### src/design/kce_pkg.sv
// kce_pkg: sizes, command and status types shared by the k-means engine
// no dependencies; every other design file refers to it by scoped names
`timescale 1ns / 1ps
`default_nettype none
package kce_pkg;

   localparam int DIM_MAX = 8;
   localparam int K_MAX   = 8;
   localparam int N_MAX   = 1024;

   localparam int DATA_W    = 32;
   localparam int DW        = (DIM_MAX > 1) ? $clog2(DIM_MAX) : 1;
   localparam int KW        = (K_MAX > 1) ? $clog2(K_MAX) : 1;
   localparam int DCW       = $clog2(DIM_MAX + 1);
   localparam int KCW       = $clog2(K_MAX + 1);
   localparam int NCW       = $clog2(N_MAX + 1);
   localparam int OBS_DEPTH = DIM_MAX * N_MAX;
   localparam int OAW       = $clog2(OBS_DEPTH);
   localparam int TOTW      = $clog2(OBS_DEPTH + 1);
   localparam int CAW       = KW + DW;
   localparam int CEN_DEPTH = 2 ** CAW;
   localparam int SUM_W     = DATA_W + $clog2(N_MAX);
   localparam int SQ_W      = 2 * DATA_W;
   localparam int DIST_W    = SQ_W + $clog2(DIM_MAX);

   // fixed field and register widths
   localparam int CLU_OUT_W = 3;
   localparam int CRD_OUT_W = 3;
   localparam int CFG_DIM_W = 4;
   localparam int CFG_K_W   = 4;
   localparam int CFG_N_W   = 11;
   localparam int CFG_IT_W  = 10;
   localparam int CSR_W     = 11;
   localparam int CSR_IDX_W = 2;

   localparam logic [CSR_IDX_W-1:0] CSR_DIM  = 2'd0;
   localparam logic [CSR_IDX_W-1:0] CSR_K    = 2'd1;
   localparam logic [CSR_IDX_W-1:0] CSR_N    = 2'd2;
   localparam logic [CSR_IDX_W-1:0] CSR_ITER = 2'd3;

   typedef enum logic [4:0] {
      OP_NONE,
      OP_LOAD,
      OP_CLEAR,
      OP_RD_DIST,
      OP_DIFF,
      OP_MUL,
      OP_ACC,
      OP_CMP,
      OP_RD_SUM,
      OP_WR_SUM,
      OP_CNT,
      OP_RD_UPD,
      OP_DIV,
      OP_WR_UPD,
      OP_RD_SEED,
      OP_WR_SEED,
      OP_RD_CEN,
      OP_EMIT
   } dp_op_type;

   typedef struct packed {
      dp_op_type          op;
      logic [OAW-1:0]     obs_addr;
      logic [KW-1:0]      clu;
      logic [DW-1:0]      crd;
      logic               first;
      logic               zero;
      logic               conv;
      logic               last;
   } kce_cmd_type;

   typedef struct packed {
      logic div_done;
      logic out_busy;
      logic same;
   } kce_status_type;

endpackage
`default_nettype wire

### src/design/kce_ctrl.sv
// kce_ctrl: configuration registers, load position and the pass sequencer
// depends on kce_pkg; issues one command word a cycle to kce_datapath
`timescale 1ns / 1ps
`default_nettype none
module kce_ctrl (
   input  wire logic                              clock,
   input  wire logic                              reset,
   input  wire logic                              csr_we,
   input  wire logic [kce_pkg::CSR_IDX_W-1:0]     csr_index,
   input  wire logic [kce_pkg::CSR_W-1:0]         csr_wdata,
   input  wire logic                              req_valid,
   output logic                                   req_ready,
   output kce_pkg::kce_cmd_type                   cmd,
   input  wire kce_pkg::kce_status_type           status
);
   typedef enum logic [4:0] {
      ST_LOAD,
      ST_SEED_RD,
      ST_SEED_WR,
      ST_PASS,
      ST_D_RD,
      ST_D_DIFF,
      ST_D_MUL,
      ST_D_ACC,
      ST_D_CMP,
      ST_A_RD,
      ST_A_WR,
      ST_A_CNT,
      ST_U_RD,
      ST_U_DIV,
      ST_U_WAIT,
      ST_U_WR,
      ST_U_END,
      ST_E_RD,
      ST_E_OUT
   } state_type;

   state_type                       state_ff;
   logic [kce_pkg::CFG_DIM_W-1:0]   dim_cfg_ff;
   logic [kce_pkg::CFG_K_W-1:0]     k_cfg_ff;
   logic [kce_pkg::CFG_N_W-1:0]     n_cfg_ff;
   logic [kce_pkg::CFG_IT_W-1:0]    iter_cfg_ff;
   logic [kce_pkg::OAW-1:0]         lp_ff;
   logic [kce_pkg::OAW-1:0]         base_ff;
   logic [kce_pkg::NCW-1:0]         i_ff;
   logic [kce_pkg::KCW-1:0]         c_ff;
   logic [kce_pkg::DCW-1:0]         j_ff;
   logic [kce_pkg::CFG_IT_W-1:0]    iter_ff;
   logic                            conv_ff;

   logic [kce_pkg::DCW-1:0]  dim;
   logic [kce_pkg::KCW-1:0]  k;
   logic [kce_pkg::NCW-1:0]  n;
   logic [kce_pkg::TOTW-1:0] total;
   logic                     j_last;
   logic                     c_last;
   logic                     i_last;
   logic                     it_last;

   // out-of-range settings clamp to the supported range
   always_comb begin
      if (dim_cfg_ff == '0) dim = kce_pkg::DCW'(1);
      else if (int'(dim_cfg_ff) > kce_pkg::DIM_MAX) dim = kce_pkg::DCW'(kce_pkg::DIM_MAX);
      else dim = kce_pkg::DCW'(dim_cfg_ff);
      if (k_cfg_ff == '0) k = kce_pkg::KCW'(1);
      else if (int'(k_cfg_ff) > kce_pkg::K_MAX) k = kce_pkg::KCW'(kce_pkg::K_MAX);
      else k = kce_pkg::KCW'(k_cfg_ff);
      if (n_cfg_ff == '0) n = kce_pkg::NCW'(1);
      else if (int'(n_cfg_ff) > kce_pkg::N_MAX) n = kce_pkg::NCW'(kce_pkg::N_MAX);
      else n = kce_pkg::NCW'(n_cfg_ff);
   end

   assign total   = kce_pkg::TOTW'(kce_pkg::TOTW'(dim) * kce_pkg::TOTW'(n));
   assign j_last  = (j_ff + 1'b1 == dim);
   assign c_last  = (c_ff + 1'b1 == k);
   assign i_last  = (i_ff + 1'b1 == n);
   assign it_last = ({1'b0, iter_ff} + 1'b1 == {1'b0, iter_cfg_ff});

   assign req_ready = (state_ff == ST_LOAD);

   always_comb begin
      cmd          = '0;
      cmd.op       = kce_pkg::OP_NONE;
      cmd.obs_addr = kce_pkg::OAW'(base_ff + kce_pkg::OAW'(j_ff));
      cmd.clu      = kce_pkg::KW'(c_ff);
      cmd.crd      = kce_pkg::DW'(j_ff);
      cmd.first    = (c_ff == '0);
      cmd.zero     = (kce_pkg::NCW'(c_ff) >= n);
      cmd.conv     = conv_ff;
      cmd.last     = c_last && j_last;
      unique case (state_ff)
         ST_LOAD: begin
            cmd.obs_addr = lp_ff;
            if (req_valid) cmd.op = kce_pkg::OP_LOAD;
         end
         ST_SEED_RD: cmd.op = kce_pkg::OP_RD_SEED;
         ST_SEED_WR: cmd.op = kce_pkg::OP_WR_SEED;
         ST_PASS:    cmd.op = kce_pkg::OP_CLEAR;
         ST_D_RD:    cmd.op = kce_pkg::OP_RD_DIST;
         ST_D_DIFF:  cmd.op = kce_pkg::OP_DIFF;
         ST_D_MUL:   cmd.op = kce_pkg::OP_MUL;
         ST_D_ACC:   cmd.op = kce_pkg::OP_ACC;
         ST_D_CMP:   cmd.op = kce_pkg::OP_CMP;
         ST_A_RD:    cmd.op = kce_pkg::OP_RD_SUM;
         ST_A_WR:    cmd.op = kce_pkg::OP_WR_SUM;
         ST_A_CNT:   cmd.op = kce_pkg::OP_CNT;
         ST_U_RD:    cmd.op = kce_pkg::OP_RD_UPD;
         ST_U_DIV:   cmd.op = kce_pkg::OP_DIV;
         ST_U_WAIT:  cmd.op = kce_pkg::OP_NONE;
         ST_U_WR:    cmd.op = kce_pkg::OP_WR_UPD;
         ST_U_END:   cmd.op = kce_pkg::OP_NONE;
         ST_E_RD:    cmd.op = kce_pkg::OP_RD_CEN;
         ST_E_OUT: begin
            if (!status.out_busy) cmd.op = kce_pkg::OP_EMIT;
         end
         default:    cmd.op = kce_pkg::OP_NONE;
      endcase
   end

   always_ff @(posedge clock) begin
      if (reset) begin
         state_ff    <= ST_LOAD;
         dim_cfg_ff  <= kce_pkg::CFG_DIM_W'(2);
         k_cfg_ff    <= kce_pkg::CFG_K_W'(2);
         n_cfg_ff    <= kce_pkg::CFG_N_W'(1);
         iter_cfg_ff <= kce_pkg::CFG_IT_W'(200);
         lp_ff       <= '0;
         base_ff     <= '0;
         i_ff        <= '0;
         c_ff        <= '0;
         j_ff        <= '0;
         iter_ff     <= '0;
         conv_ff     <= 1'b0;
      end else begin
         if (csr_we) begin
            unique case (csr_index)
               kce_pkg::CSR_DIM:  dim_cfg_ff  <= csr_wdata[kce_pkg::CFG_DIM_W-1:0];
               kce_pkg::CSR_K:    k_cfg_ff    <= csr_wdata[kce_pkg::CFG_K_W-1:0];
               kce_pkg::CSR_N:    n_cfg_ff    <= csr_wdata[kce_pkg::CFG_N_W-1:0];
               kce_pkg::CSR_ITER: iter_cfg_ff <= csr_wdata[kce_pkg::CFG_IT_W-1:0];
               default: begin
               end
            endcase
         end
         unique case (state_ff)
            ST_LOAD: begin
               if (req_valid) begin
                  if (kce_pkg::TOTW'(lp_ff) + 1'b1 >= total) begin
                     lp_ff    <= '0;
                     base_ff  <= '0;
                     c_ff     <= '0;
                     j_ff     <= '0;
                     state_ff <= ST_SEED_RD;
                  end else begin
                     lp_ff <= lp_ff + 1'b1;
                  end
               end
            end
            ST_SEED_RD: state_ff <= ST_SEED_WR;
            ST_SEED_WR: begin
               if (j_last) begin
                  j_ff    <= '0;
                  base_ff <= base_ff + kce_pkg::OAW'(dim);
                  if (c_last) begin
                     c_ff     <= '0;
                     iter_ff  <= '0;
                     conv_ff  <= 1'b0;
                     state_ff <= (iter_cfg_ff == '0) ? ST_E_RD : ST_PASS;
                  end else begin
                     c_ff     <= c_ff + 1'b1;
                     state_ff <= ST_SEED_RD;
                  end
               end else begin
                  j_ff     <= j_ff + 1'b1;
                  state_ff <= ST_SEED_RD;
               end
            end
            ST_PASS: begin
               i_ff     <= '0;
               base_ff  <= '0;
               c_ff     <= '0;
               j_ff     <= '0;
               state_ff <= ST_D_RD;
            end
            ST_D_RD:   state_ff <= ST_D_DIFF;
            ST_D_DIFF: state_ff <= ST_D_MUL;
            ST_D_MUL:  state_ff <= ST_D_ACC;
            ST_D_ACC: begin
               if (j_last) begin
                  j_ff     <= '0;
                  state_ff <= ST_D_CMP;
               end else begin
                  j_ff     <= j_ff + 1'b1;
                  state_ff <= ST_D_RD;
               end
            end
            ST_D_CMP: begin
               if (c_last) begin
                  c_ff     <= '0;
                  state_ff <= ST_A_RD;
               end else begin
                  c_ff     <= c_ff + 1'b1;
                  state_ff <= ST_D_RD;
               end
            end
            ST_A_RD: state_ff <= ST_A_WR;
            ST_A_WR: begin
               if (j_last) begin
                  j_ff     <= '0;
                  state_ff <= ST_A_CNT;
               end else begin
                  j_ff     <= j_ff + 1'b1;
                  state_ff <= ST_A_RD;
               end
            end
            ST_A_CNT: begin
               if (i_last) begin
                  c_ff     <= '0;
                  j_ff     <= '0;
                  state_ff <= ST_U_RD;
               end else begin
                  i_ff     <= i_ff + 1'b1;
                  base_ff  <= base_ff + kce_pkg::OAW'(dim);
                  state_ff <= ST_D_RD;
               end
            end
            ST_U_RD:  state_ff <= ST_U_DIV;
            ST_U_DIV: state_ff <= ST_U_WAIT;
            ST_U_WAIT: begin
               if (status.div_done) state_ff <= ST_U_WR;
            end
            ST_U_WR: begin
               if (j_last) begin
                  j_ff <= '0;
                  if (c_last) begin
                     c_ff     <= '0;
                     state_ff <= ST_U_END;
                  end else begin
                     c_ff     <= c_ff + 1'b1;
                     state_ff <= ST_U_RD;
                  end
               end else begin
                  j_ff     <= j_ff + 1'b1;
                  state_ff <= ST_U_RD;
               end
            end
            ST_U_END: begin
               if (status.same) begin
                  conv_ff  <= 1'b1;
                  state_ff <= ST_E_RD;
               end else if (it_last) begin
                  conv_ff  <= 1'b0;
                  state_ff <= ST_E_RD;
               end else begin
                  iter_ff  <= iter_ff + 1'b1;
                  state_ff <= ST_PASS;
               end
            end
            ST_E_RD: state_ff <= ST_E_OUT;
            ST_E_OUT: begin
               if (!status.out_busy) begin
                  if (j_last) begin
                     j_ff <= '0;
                     if (c_last) begin
                        c_ff     <= '0;
                        state_ff <= ST_LOAD;
                     end else begin
                        c_ff     <= c_ff + 1'b1;
                        state_ff <= ST_E_RD;
                     end
                  end else begin
                     j_ff     <= j_ff + 1'b1;
                     state_ff <= ST_E_RD;
                  end
               end
            end
            default: state_ff <= ST_LOAD;
         endcase
      end
   end

   a_emit_only_when_free: assert property (@(posedge clock) disable iff (reset)
      cmd.op == kce_pkg::OP_EMIT |-> !status.out_busy)
      else $error("result word overwritten before taken");
   a_update_after_divide: assert property (@(posedge clock) disable iff (reset)
      state_ff == ST_U_WR |-> $past(status.div_done))
      else $error("mean written before divider finished");
   a_load_only_idle: assert property (@(posedge clock) disable iff (reset)
      req_valid && req_ready |-> cmd.op == kce_pkg::OP_LOAD)
      else $error("accepted coordinate not stored");
endmodule
`default_nettype wire

### config.mk
export PLATFORM = sky130hd
export DESIGN_NAME = kce_ctrl
export DESIGN_NICKNAME = d
export VERILOG_FILES = /design/src/design/kce_pkg.sv /design/src/design/kce_ctrl.sv
export SDC_FILE = /design/constraint.sdc
export NUM_CORES = 1
export LEC_CHECK = 0
export BUFFER_PORTS_ARGS = -buffer_cell sky130_fd_sc_hd__buf_2
export CELL_PAD_IN_SITES_DETAIL_PLACEMENT = 0
export CELL_PAD_IN_SITES_GLOBAL_PLACEMENT = 1
export CORE_ASPECT_RATIO = 1.1
export CORE_UTILIZATION = 42
export CTS_CLUSTER_DIAMETER = 30
export CTS_CLUSTER_SIZE = 24
export DETAILED_ROUTE_END_ITERATION = 8
export PLACE_DENSITY = 0.89
export SKIP_CTS_REPAIR_TIMING = 1
export SLEW_MARGIN = 20
export SYNTH_ARGS = -nofsm -noshare
export SYNTH_HDL_FRONTEND = slang
export SYNTH_SLANG_ARGS = --single-unit
### constraint.sdc
create_clock -name clock -period 5.96 [get_ports clock]
set_input_delay 1.192 -clock clock [delete_from_list [all_inputs] [get_ports clock]]
set_output_delay 1.192 -clock clock [all_outputs]
set_load 0.02 [all_outputs]
## After elaboration in Yosys (flattened, before gate mapping)

Cells that the tools add are included.

| word-level totals | value |
|---|---|
| bits in registers | 90 |
| bits of input ports | 20 |
| output and inout bits | 29 |
| word-level logic and storage cells | 146 |

| cells by class | value |
|---|---|
| add/sub/neg operators | 9 |
| multipliers | 1 |
| order comparisons | 5 |
| eq/ne operators | 36 |
| multiplexer cells | 56 |
| reductions and logical operators | 27 |

Operator list:

| kind | number |
|---|---|
| $pmux W5 S19 | 1 |
| $pmux W5 S17 | 1 |
| $mux W13 | 6 |
| $mux W5 | 14 |
| $mux W4 | 15 |
| $pmux W13 S4 | 1 |
| $eq A5 B4 Y1 const B | 8 |
| $mux W10 | 4 |
| $mux W11 | 3 |
| $add A13 B4 Y13 | 2 |
| $pmux W4 S6 | 1 |
| $pmux W11 S2 | 1 |
| $eq A5 B3 Y1 const B | 4 |
| $pmux W10 S2 | 1 |
| $pmux W4 S5 | 1 |
| $reduce_and A5 Y1 | 4 |
| $ne A2 B2 Y1 const B | 9 |
| $eq A5 B5 Y1 const B | 3 |
| $add A13 B1 Y14 const B | 1 |
| $ge A14 B14 Y1 | 1 |
| $mul A4 B11 Y14 | 1 |
| $add A13 B1 Y13 const B | 1 |
| $logic_not A4 Y1 | 3 |
| $reduce_and A2 Y1 | 6 |
| 31 further kinds | 42 |

## Longest topological paths before layout

Gate-level depths: netlist (run 1).

| logic depth | value |
|---|---|
| depth after elaboration | 8 |
| depth in mapped cells | 27 |
| depth with buffers taken out | 25 |

## Least setup slack after synthesis (run 1)

Ideal clock, no wire load.

| timing | value |
|---|---|
| path kind | register -> register |
| start point | register n_cfg_ff[6] (netlist bit) |
| end point | register base_ff[6] (netlist bit) |
| setup time | 0.117 ns |
| arrival | 5.759 ns |
| required time | 5.843 ns |
| slack | 0.084 ns |
| cell stages (with the launch flop) | 26 |
| path buffers | 2 |
| clock period less this slack | 5.876 ns |
| cells stage by stage | dfxtp_1 -> clkbuf_1 -> nor4_1 -> nand3_1 -> a21o_1 -> nor2_1 -> fa_1 -> fa_1 -> ha_1 -> a21o_1 -> a21oi_1 -> o21ai_0 -> a21oi_1 -> o21a_1 -> o21ai_0 -> o41ai_1 -> xnor2_1 -> ha_1 -> and4_1 -> o21ai_0 -> a21o_1 -> a31oi_1 -> o211a_1 -> clkbuf_1 -> o21ai_0 -> a32o_1 |

| between the ends | value |
|---|---|
| cells in the longest elaborated chain, start to end | 7 |
| elaborated cells between the ends (all ways) | 10 |
| those cells by class | mul: 1; order compare: 2; eq/ne: 3; mux: 2; reduce/logical: 2 |

Ends and longest elaborated chain:

| element | RTL line | text |
|---|---|---|
| start: declaration | kce_ctrl.sv:41 | `logic [kce_pkg::CFG_N_W-1:0] n_cfg_ff;` |
| start signal: assignment | kce_ctrl.sv:125 | `n_cfg_ff <= kce_pkg::CFG_N_W'(1);` |
| start signal: assignment | kce_ctrl.sv:139 | `kce_pkg::CSR_N: n_cfg_ff <= csr_wdata[kce_pkg::CFG_N_W-1:0];` |
| $gt A11 B11 Y1 | kce_ctrl.sv:69 | `else if (int'(n_cfg_ff) > kce_pkg::N_MAX) n = kce_pkg::NCW'(kce_pkg::N_MAX);` |
| $mux W11 | kce_ctrl.sv:69 |  |
| $mux W11 * | kce_ctrl.sv:68 | `if (n_cfg_ff == '0) n = kce_pkg::NCW'(1);` |
| $mul A4 B11 Y14 | kce_ctrl.sv:73 | `assign total = kce_pkg::TOTW'(kce_pkg::TOTW'(dim) * kce_pkg::TOTW'(n));` |
| $ge A14 B14 Y1 | kce_ctrl.sv:148 | `if (kce_pkg::TOTW'(lp_ff) + 1'b1 >= total) begin` |
| $ne A2 B1 Y1 (no source line) | -- |  |
| $reduce_and A5 Y1 (no source line) * | -- |  |
| end signal: assignment | kce_ctrl.sv:163 | `base_ff <= base_ff + kce_pkg::OAW'(dim);` |
| end signal: assignment | kce_ctrl.sv:223 | `base_ff <= base_ff + kce_pkg::OAW'(dim);` |
| end: declaration | kce_ctrl.sv:44 | `logic [kce_pkg::OAW-1:0] base_ff;` |

Every way passes the cells marked *; elsewhere a longest branch is shown, timed or not.
A chain may end at the register's enable or synchronous reset.

## Final worst setup path (run 1)

| timing | value |
|---|---|
| start point | register n_cfg_ff[6] (netlist bit) |
| end point | register base_ff[7] (netlist bit) |

The elaborated chain is that of the path after synthesis.

==> results of run 1 <==
final cells by class:
type	instances	area [µm²]
inverter	72	270
timing repair buffer	69	398
clock buffer	9	225
multi-input combinational	852	5650
fill	1898	9740
clock inverter	7	85.1
sequential	90	1800
tap	243	304
through the flow:
step | cells | hold WS [ps]
2_1_floorplan | 1077 | 451
3_3_place_gp | 1323 | 467
3_5_place_dp | 1323 | 487
4_1_cts | 1339 | 496
5_1_grt | 1342 | 525
6_report | 1342 | 493
logic make-up (layout without fill, tap and decap cells):
| kind of cell | after synthesis | after routing | share of synthesized area, % |
|---|---|---|---|
| DFF | 90 | 90 | 22.7 |
| adders and majority gates | 69 | 69 | 12.8 |
| and+or+nand+nor | 455 | 455 | 28.0 |
| AOI/OAI and AO/OA | 243 | 243 | 19.4 |
| xor gates and xnor gates | 61 | 61 | 7.26 |
| muxes | 24 | 24 | 3.10 |
| buffers and inverters | 135 | 157 | 6.79 |
sequential cells by signal (all words and copies together), names as in the netlist:
register     count
iter_cfg_ff     10
dim_cfg_ff       4
c_ff             4
n_cfg_ff        11
iter_ff         10
state_ff         5
lp_ff           13
conv_ff          1
i_ff            11
k_cfg_ff         4
j_ff             4
base_ff         13
critical path: cells and delay by family, from the launching register on:
family	cells	cell delay [ps]
simple gates	6	1330
flops	1	330
fa+ha+maj	4	1770
compound gates	12	1920
buf+inv	2	250
report_power, final:
| part | switching [mW] | leakage (nW) | total [mW] | internal (mW) |
|---|---|---|---|---|
| clock network | 0.272 | 0.150 | 0.605 | 0.333 |
| logic | 0.559 | 2.77 | 0.846 | 0.287 |
| registers | 0.0525 | 0.728 | 0.674 | 0.622 |
layer usage:
layer,track usage [%],up-vias
met2,37.6,212
li1,-,3824
met1,28.8,3600
met3,3.16,34
met4,7.90,0
met5,0,-
worst min-delay path by stage:
| stage | start | endpoint | cells past startpoint |
|---|---|---|---|
| floorplan | dim_cfg_ff[0] | dim_cfg_ff[0] | 2 |
| global placement | dim_cfg_ff[0] | dim_cfg_ff[0] | 2 |
| detailed placement | iter_cfg_ff[2] | iter_cfg_ff[2] | 2 |
| CTS | iter_cfg_ff[2] | iter_cfg_ff[2] | 2 |
| global route | lp_ff[12] | lp_ff[12] | 2 |
| finish | iter_cfg_ff[2] | iter_cfg_ff[2] | 2 |
cells in the final DEF (no fill, tap or decap), drive strengths merged, types with 8 or more instances in the layout:
master and count:
a21o 12, a21oi 87, a31oi 9, and3 25, buf 69, clkbuf 9, dfxtp 90, fa 20
ha 49, inv 74, mux2i 19, nand2 133, nand2b 8, nand3 49, nand3b 14, nand4 11
nor2 118, nor2b 12, nor3 26, nor3b 8, nor4 15, o211ai 9, o21ai 59, or4 9
xnor2 30, xor2 28
==> results.toml, run 1 <==
[drt]
drtIter0Drc = 513
dr_wl_met2_um = 10300
drc_errors = 0
met1_length_um = 9770
num_vias = 7670
drt_pass1_iterations = 5
routed.top_layer = "met4"
wl_um = 21500
wl_met3_um = 877
final_antenna_net_count = 0
wire_per_inst_um = 16.0
avgViaCountPerCell = 5.72

[setup_path]
endpoint = "base_ff[7]"
rrSetupSlack_ps = 310
critPathCaptureType = "flip-flop"
cp_data_required_time_ps = 6250
setup.worst_path.start = "n_cfg_ff[6]"
critPathMaxStageDelay_ps = 550
r2r-start = "n_cfg_ff[6]"
startpoint_type = "flip-flop"
crit_arrival_ps = 5940
worstPathCellList = "nor4_2, nand3_1, a21o_1, nor2_1, fa_1, fa_1, inv_1, fa_1, nor2b_1, o21ai_0, a21oi_1, o21ai_1, a21oi_1, o21ai_1, o311a_1, ha_1, and4_1, o21ai_0, a21o_1, a31oi_1, buf_4, o211ai_1, or4_1, a21oi_1"
cp_max_fo = 6
worstSetupPathType = "flip-flop to flip-flop"
worstReg2RegEnd = "base_ff[7]"
slowest_stage = "fa_1"
reg2reg_depth = 24

[floorplanning]
fp.dieH_um = 146
dieWidth_um = 133
fp-row-count = 52
io_pins = 49
start_util_pct = 43.0
core_um2 = 18500
die_area_um2 = 19500

[run]
cap_viol_max_count = 0

[yosys]
synthCells = 1077
syn-cell-area_um2 = 7940
post_synth_num_cell_types = 70
synth_seq_cells = 90
synth_commonest_cells = "nand2_1, nor2_1, dfxtp_1"
ys.flop_type = "dfxtp_1"
synthesis.nets = 1166
netlist_top_cells_area = "dfxtp_1, ha_1, nand2_1, nor2_1, a21oi_1"
ys.warnings.count = 0
avgSynthCellArea_um2 = 7.38
synth_edf_count = 0
netlist.area_leader.share_pct = 22.7
yosysMostFrequentCell = "nand2_1"
yosys.area.top_type = "dfxtp_1"
yosysSeqAreaShare_pct = 22.7
async_reset_ff_share_pct = 0

[layout]
antennaDiodeCount = 0
drive_above_1_share_pct = 10.9
post-route-util_pct = 47.3
finalInstanceArea_um2 = 8730
syn_to_final_growth_pct = 9.95
fin_nets = 1183

[timing]
period_share_pct = 94.8
max_freq_mhz = 177
setup_viol = 0
max_slew.worst_pin.slew_ps = 995
hold_viol_final = 0
setup_slack_ps = 307
drv_slew = 0
finalCriticalPeriod_ps = 5650
fin_setup_tns_ps = 0
relSlewSlack_pct = 33.5
fin_skew_ps = 11.7

[clock_tree]
clkSinkCount = 90
cts_inserted_buffers = 9
cts_tree = "yes"
clkTransAtPathRegs_ps = 70
cts_root_buffer = "clkbuf_16"
worstSkewPairLatency_ps = 360
cts_max_level = 3
max-clock-path-buffers = 2

[global_route]
first_global_vias = 6959
grt_antenna_before_repair = 0
grt_max_degree = 72
overflow = 0
grt_pass1_wl_um = 34900
track_usage_pct = 22.2

[place]
place.port_buffers = 48
placed_area_um2 = 8360
dpl_worst_slack_ps = 96.6
place_hpwl_um = 16200
globalplace.congestion = 0.920

[power_and_ir_drop]
irDropWorstVdd_v = 0.000195
p_per_area_nw_per_um2 = 243
power_mw = 2.13
p_leak_nw = 3.65

[outcome]
status = "complete, no violations"

[min_path]
min_path_type = "flip-flop to flip-flop"
Note: power is estimated with default switching activity, not from simulation.
==> run 2: changes to the inputs <==
clock period = 4.7 ns   (was 5.96 ns; I/O delays follow)
==> run 2 against run 1 <==
The run now ends with setup timing left; via count rose by 2.4%; cell area rose by 7.3%; worst setup slack got worse by 1000 ps; first-iteration DRC count rose by 4.5%; sequential power rose by 24%; clock power rose by 19%; maximum frequency rose by 3.9%; critical path type unchanged.
==> results.toml, run 2 (synthesized netlist as in run 1, its figures left out) <==
[clock_tree]
cts_root_buffer = "clkbuf_16"
cts_max_level = 3
clkTransAtPathRegs_ps = 70
clkSinkCount = 90
cts_tree = "yes"
max-clock-path-buffers = 2
cts_inserted_buffers = 9
worstSkewPairLatency_ps = 360

[global_route]
first_global_vias = 7289
overflow = 0
grt-busiest-layer = "met2"
track_usage_pct = 22.6
grtUsageMet2_pct = 38.6
grt_pass1_wl_um = 35800
grt_antenna_before_repair = 0
use_met1_pct = 29.3
gr-usage-met3_pct = 2.99
grt_max_degree = 63

[layout]
drive_above_1_share_pct = 18.3
fillCellCount = 1851
mostFrequentLayoutCells = "nand2_1, nor2_1, dfxtp_1, buf_4, a21oi_1"
fin_nets = 1251
post-route-util_pct = 50.7
largestRegisters = "base_ff (13), lp_ff (13)"
seqCellArea_um2 = 1810
multi_input_area_um2 = 5790
finalInstanceArea_um2 = 9370
syn_to_final_growth_pct = 18.0
layout_commonest_cell = "nand2_1"
antennaDiodeCount = 0

[setup_path]
cp_data_required_time_ps = 5000
rrSetupSlack_ps = -740
startpoint_type = "flip-flop"
cp_max_fo = 5
critPathCaptureType = "flip-flop"
worstSetupPathType = "flip-flop to flip-flop"
crit_arrival_ps = 5740

[timing]
hold_viol_final = 0
max_freq_mhz = 184
fin_setup_tns_ps = -17710
fin_skew_ps = 7.86
setup_viol = 35
max_slew.worst_pin.slew_ps = 894
finalCriticalPeriod_ps = 5440
finalHoldWorstSlack_ps = 489
drv_slew = 0
rsz0062_at_grt = "true"
relSlewSlack_pct = 40.4
period_share_pct = 116
setup_slack_ps = -741

[power_and_ir_drop]
p_clk_share_pct = 25.1
swShare_pct = 41.7
pwr-share-seq_pct = 29.0
p_switching_mw = 1.20
p_per_area_nw_per_um2 = 307
internal_power_mw = 1.67
irDropWorstVdd_v = 0.000299
combPwrFrac_pct = 45.9
p_leak_nw = 3.99

[floorplanning]
io_pins = 49
start_util_pct = 43.0
dieWidth_um = 133
fp-row-count = 52
fp.dieH_um = 146
die_area_um2 = 19500
core_um2 = 18500

[drt]
drc_errors = 0
num_vias = 7853
drtIter0Drc = 536
avgViaCountPerCell = 5.57
wire_per_inst_um = 15.4
drt_pass1_iterations = 8
wl_um = 21700
final_antenna_net_count = 0

[place]
placed_area_um2 = 8960
globalplace.congestion = 0.895
place.port_buffers = 48
dpl_worst_slack_ps = -700
place_hpwl_um = 16700

[outcome]
status = "finished, violations left"
violations = "setup timing"

[run]
cap_viol_max_count = 0

[min_path]
min_path_type = "flip-flop to flip-flop"
run 2: cell count changes in the layout (fill, tap and decap cells not counted), sizes merged:
cell,delta
buf,+67
clkinvlp,-1
bufinv,-1
nor2,+1
clkbuf,+2
run 2: worst max-delay path, cell delays in order (launching register included):
cell      delay (ps)
dfxtp_2          340
nor4_4           300
nand3_2          120
a21o_1           220
nor2_2           110
fa_1             460
fa_1             560
inv_2             50
fa_2             330
nor2b_1          120
o21ai_1           80
a21oi_1          190
o21ai_1          120
a21oi_2          170
o21ai_1           90
o311a_1          300
ha_1             300
and4_1           180
o21ai_1           70
a21o_1           200
a31oi_4          290
o211ai_1         190
or4_1            550
nand2_1           70
run 2: area by class of cell:
type	instances	area share, %
clock buffers	11	2.59
multi-input cells	853	61.8
flip-flops and latches	90	19.3
repair buffers	136	9.73
inverters	72	2.88
well taps	243	3.24
clock inverters	5	0.494
run 2: metal layers:
metal	up-vias	wire length [µm]
met4	0	495
li1	3968	-
met2	198	10300
met1	3654	10100
met5	-	0
met3	33	828
run 2: path summary, 6_finish.rpt:
| kind | from | to | cells past startpoint |
|---|---|---|---|
| hold / removal | iter_cfg_ff[2] | iter_cfg_ff[2] | 2 |
| hold reg to reg | iter_cfg_ff[2] | iter_cfg_ff[2] | 2 |
| setup / recovery | n_cfg_ff[6] | base_ff[4] | 23 |
| setup reg to reg | n_cfg_ff[6] | base_ff[4] | 23 |
run 2: power groups by stage:
stage          sequential [mW]  clock (mW)  combinational (mW)
4_1_cts                  0.833       0.737                1.23
5_1_grt                  0.838       0.767                1.44
3_3_place_gp             0.851           0                1.21
2_1_floorplan            0.830           0               0.829
6_report                 0.834       0.721                1.32
3_5_place_dp             0.850           0                1.22
run 2: stage by stage:
stage,std cells,power [mW]
finish,1410,2.87
global route,1410,3.05
floorplan,1077,1.66
CTS,1406,2.80
detailed placement,1390,2.07
global placement,1390,2.06
==> run 3: changes to the inputs <==
CORE_ASPECT_RATIO = 1.2   (was 1.1)
==> run 3 against run 2 <==
Count of clock-buffer cells in the layout decreased by 2; the flow still finishes with violations (setup timing); maximum frequency decreased by 0.29%; core utilization increased by 0.47 points.
==> results.toml, run 3 (synthesized netlist as in run 1, its figures left out) <==
[outcome]
status = "finished, violations left"
violations = "setup timing"

[setup_path]
crit_arrival_ps = 5740
reg2reg_depth = 23
cp_max_fo = 4
r2r-start = "n_cfg_ff[6]"
cp_data_required_time_ps = 4990
worstSetupPathType = "flip-flop to flip-flop"
rrSetupSlack_ps = -760
worstReg2RegEnd = "base_ff[7]"
critPathCaptureType = "flip-flop"
startpoint_type = "flip-flop"

[clock_tree]
cts_inserted_buffers = 9
max-clock-path-buffers = 2
worstSkewPairLatency_ps = 360
clkTransAtPathRegs_ps = 70
clkSinkCount = 90
cts_root_buffer = "clkbuf_16"
cts_max_level = 3
cts_tree = "yes"

[min_path]
holdPathEnd = "iter_cfg_ff[8]"
min_path_type = "flip-flop to flip-flop"
hp-start = "iter_cfg_ff[8]"
hold_path_depth = 2

[drt]
avgViaCountPerCell = 5.57
drtIter0Drc = 486
num_vias = 7862
drc_errors = 0
final_antenna_net_count = 0
wl_um = 21800
wire_per_inst_um = 15.5
drt_pass1_iterations = 5

[layout]
layout_commonest_cell = "nand2_1"
post-route-util_pct = 51.2
largestRegisters = "base_ff (13), lp_ff (13)"
drive_above_1_share_pct = 17.7
antennaDiodeCount = 0
fin_nets = 1243
finalInstanceArea_um2 = 9410
syn_to_final_growth_pct = 18.4
mostFrequentLayoutCells = "nand2_1, nor2_1, dfxtp_1, a21oi_1, buf_4"
fin_cells = 1411

[power_and_ir_drop]
p_leak_nw = 4.00
p_per_area_nw_per_um2 = 319
irDropWorstVdd_v = 0.000235

[timing]
fin_skew_ps = 7.99
max_freq_mhz = 183
hold_viol_final = 0
finalCriticalPeriod_ps = 5460
setup_slack_ps = -756
relSlewSlack_pct = 29.8
period_share_pct = 116
rsz0062_at_grt = "true"
max_slew.worst_pin.slew_ps = 1050
setup_viol = 35
drv_slew = 0

[place]
post-place-cells = 1394
place_hpwl_um = 16800
globalplace.congestion = 0.908
placed_area_um2 = 8940
place.port_buffers = 48

[global_route]
first_global_vias = 7236
overflow = 0
grt_max_degree = 46
grt_antenna_before_repair = 0
grt_pass1_wl_um = 35200
track_usage_pct = 22.5

[floorplanning]
core_um2 = 18400
fp.dieH_um = 153
die_area_um2 = 19500
start_util_pct = 43.2
fp-row-count = 54
io_pins = 49
dieWidth_um = 128

[run]
cap_viol_max_count = 0
-- run 3: changes by cell type in the layout (fill, tap and decap cells not counted), sizes merged --
cell	change
buf	-8
clkbuf	-2
bufinv	+2
inv	-1
clkinvlp	+1
-- run 3: worst max-delay path, cell delays in order, from the launching register on --
cell and delay [ps]:
dfxtp_2 340, nor4_4 310, nand3_2 130, a21o_1 220, nor2_2 120, fa_1 460, fa_1 500, ha_1 290
a21o_1 160, a21oi_2 130, o21ai_1 100, a21oi_2 140, o21a_1 180, o21ai_2 70, o41ai_2 340, xnor2_1 100
ha_1 300, and4_1 170, o21ai_1 70, a21o_1 200, a31oi_4 280, o211ai_1 190, or4_1 440, a21oi_1 150
-- run 3: final cells by class --
cell class | count | area [µm²]
Multi-Input combinational cell | 853 | 5820
Clock buffer | 9 | 225
Timing Repair Buffer | 128 | 865
Tap cell | 252 | 315
Sequential cell | 90 | 1810
Inverter | 72 | 270
Clock inverter | 7 | 110
Fill cell | 1881 | 8970
-- run 3: where the power goes --
group          switching [mW]  internal, mW
logic                   0.808         0.516
clock network           0.350         0.476
registers              0.0632         0.789
-- run 3: worst max-delay path by stage --
| stage | startpoint | endpoint |
|---|---|---|
| after floorplan | n_cfg_ff[4] | base_ff[7] |
| after global placement | n_cfg_ff[4] | j_ff[0] |
| after detailed placement | n_cfg_ff[4] | base_ff[7] |
| after CTS | n_cfg_ff[4] | j_ff[1] |
| after global routing | n_cfg_ff[6] | base_ff[7] |
| final | n_cfg_ff[6] | base_ff[7] |
-- run 3: stage by stage --
stage          hold WS (ps)  setup WS [ps]  TNS [ps]  power [mW]
4_1_cts                 488           -841    -22850        2.90
5_1_grt                 512          -1090    -30580        3.17
6_report                486           -756    -19590        3.00
3_3_place_gp            470           -632    -15980        2.05
2_1_floorplan           451           -526     -8420        1.66
3_5_place_dp            478           -775    -20520        2.07
-- run 3: layer usage --
layer,GRT usage [%],vias up,wire [µm]
met5,0,-,0
met4,8.16,0,429
met3,3.44,33,731
met2,39.6,167,11000
met1,27.3,3720,9620
li1,-,3942,-
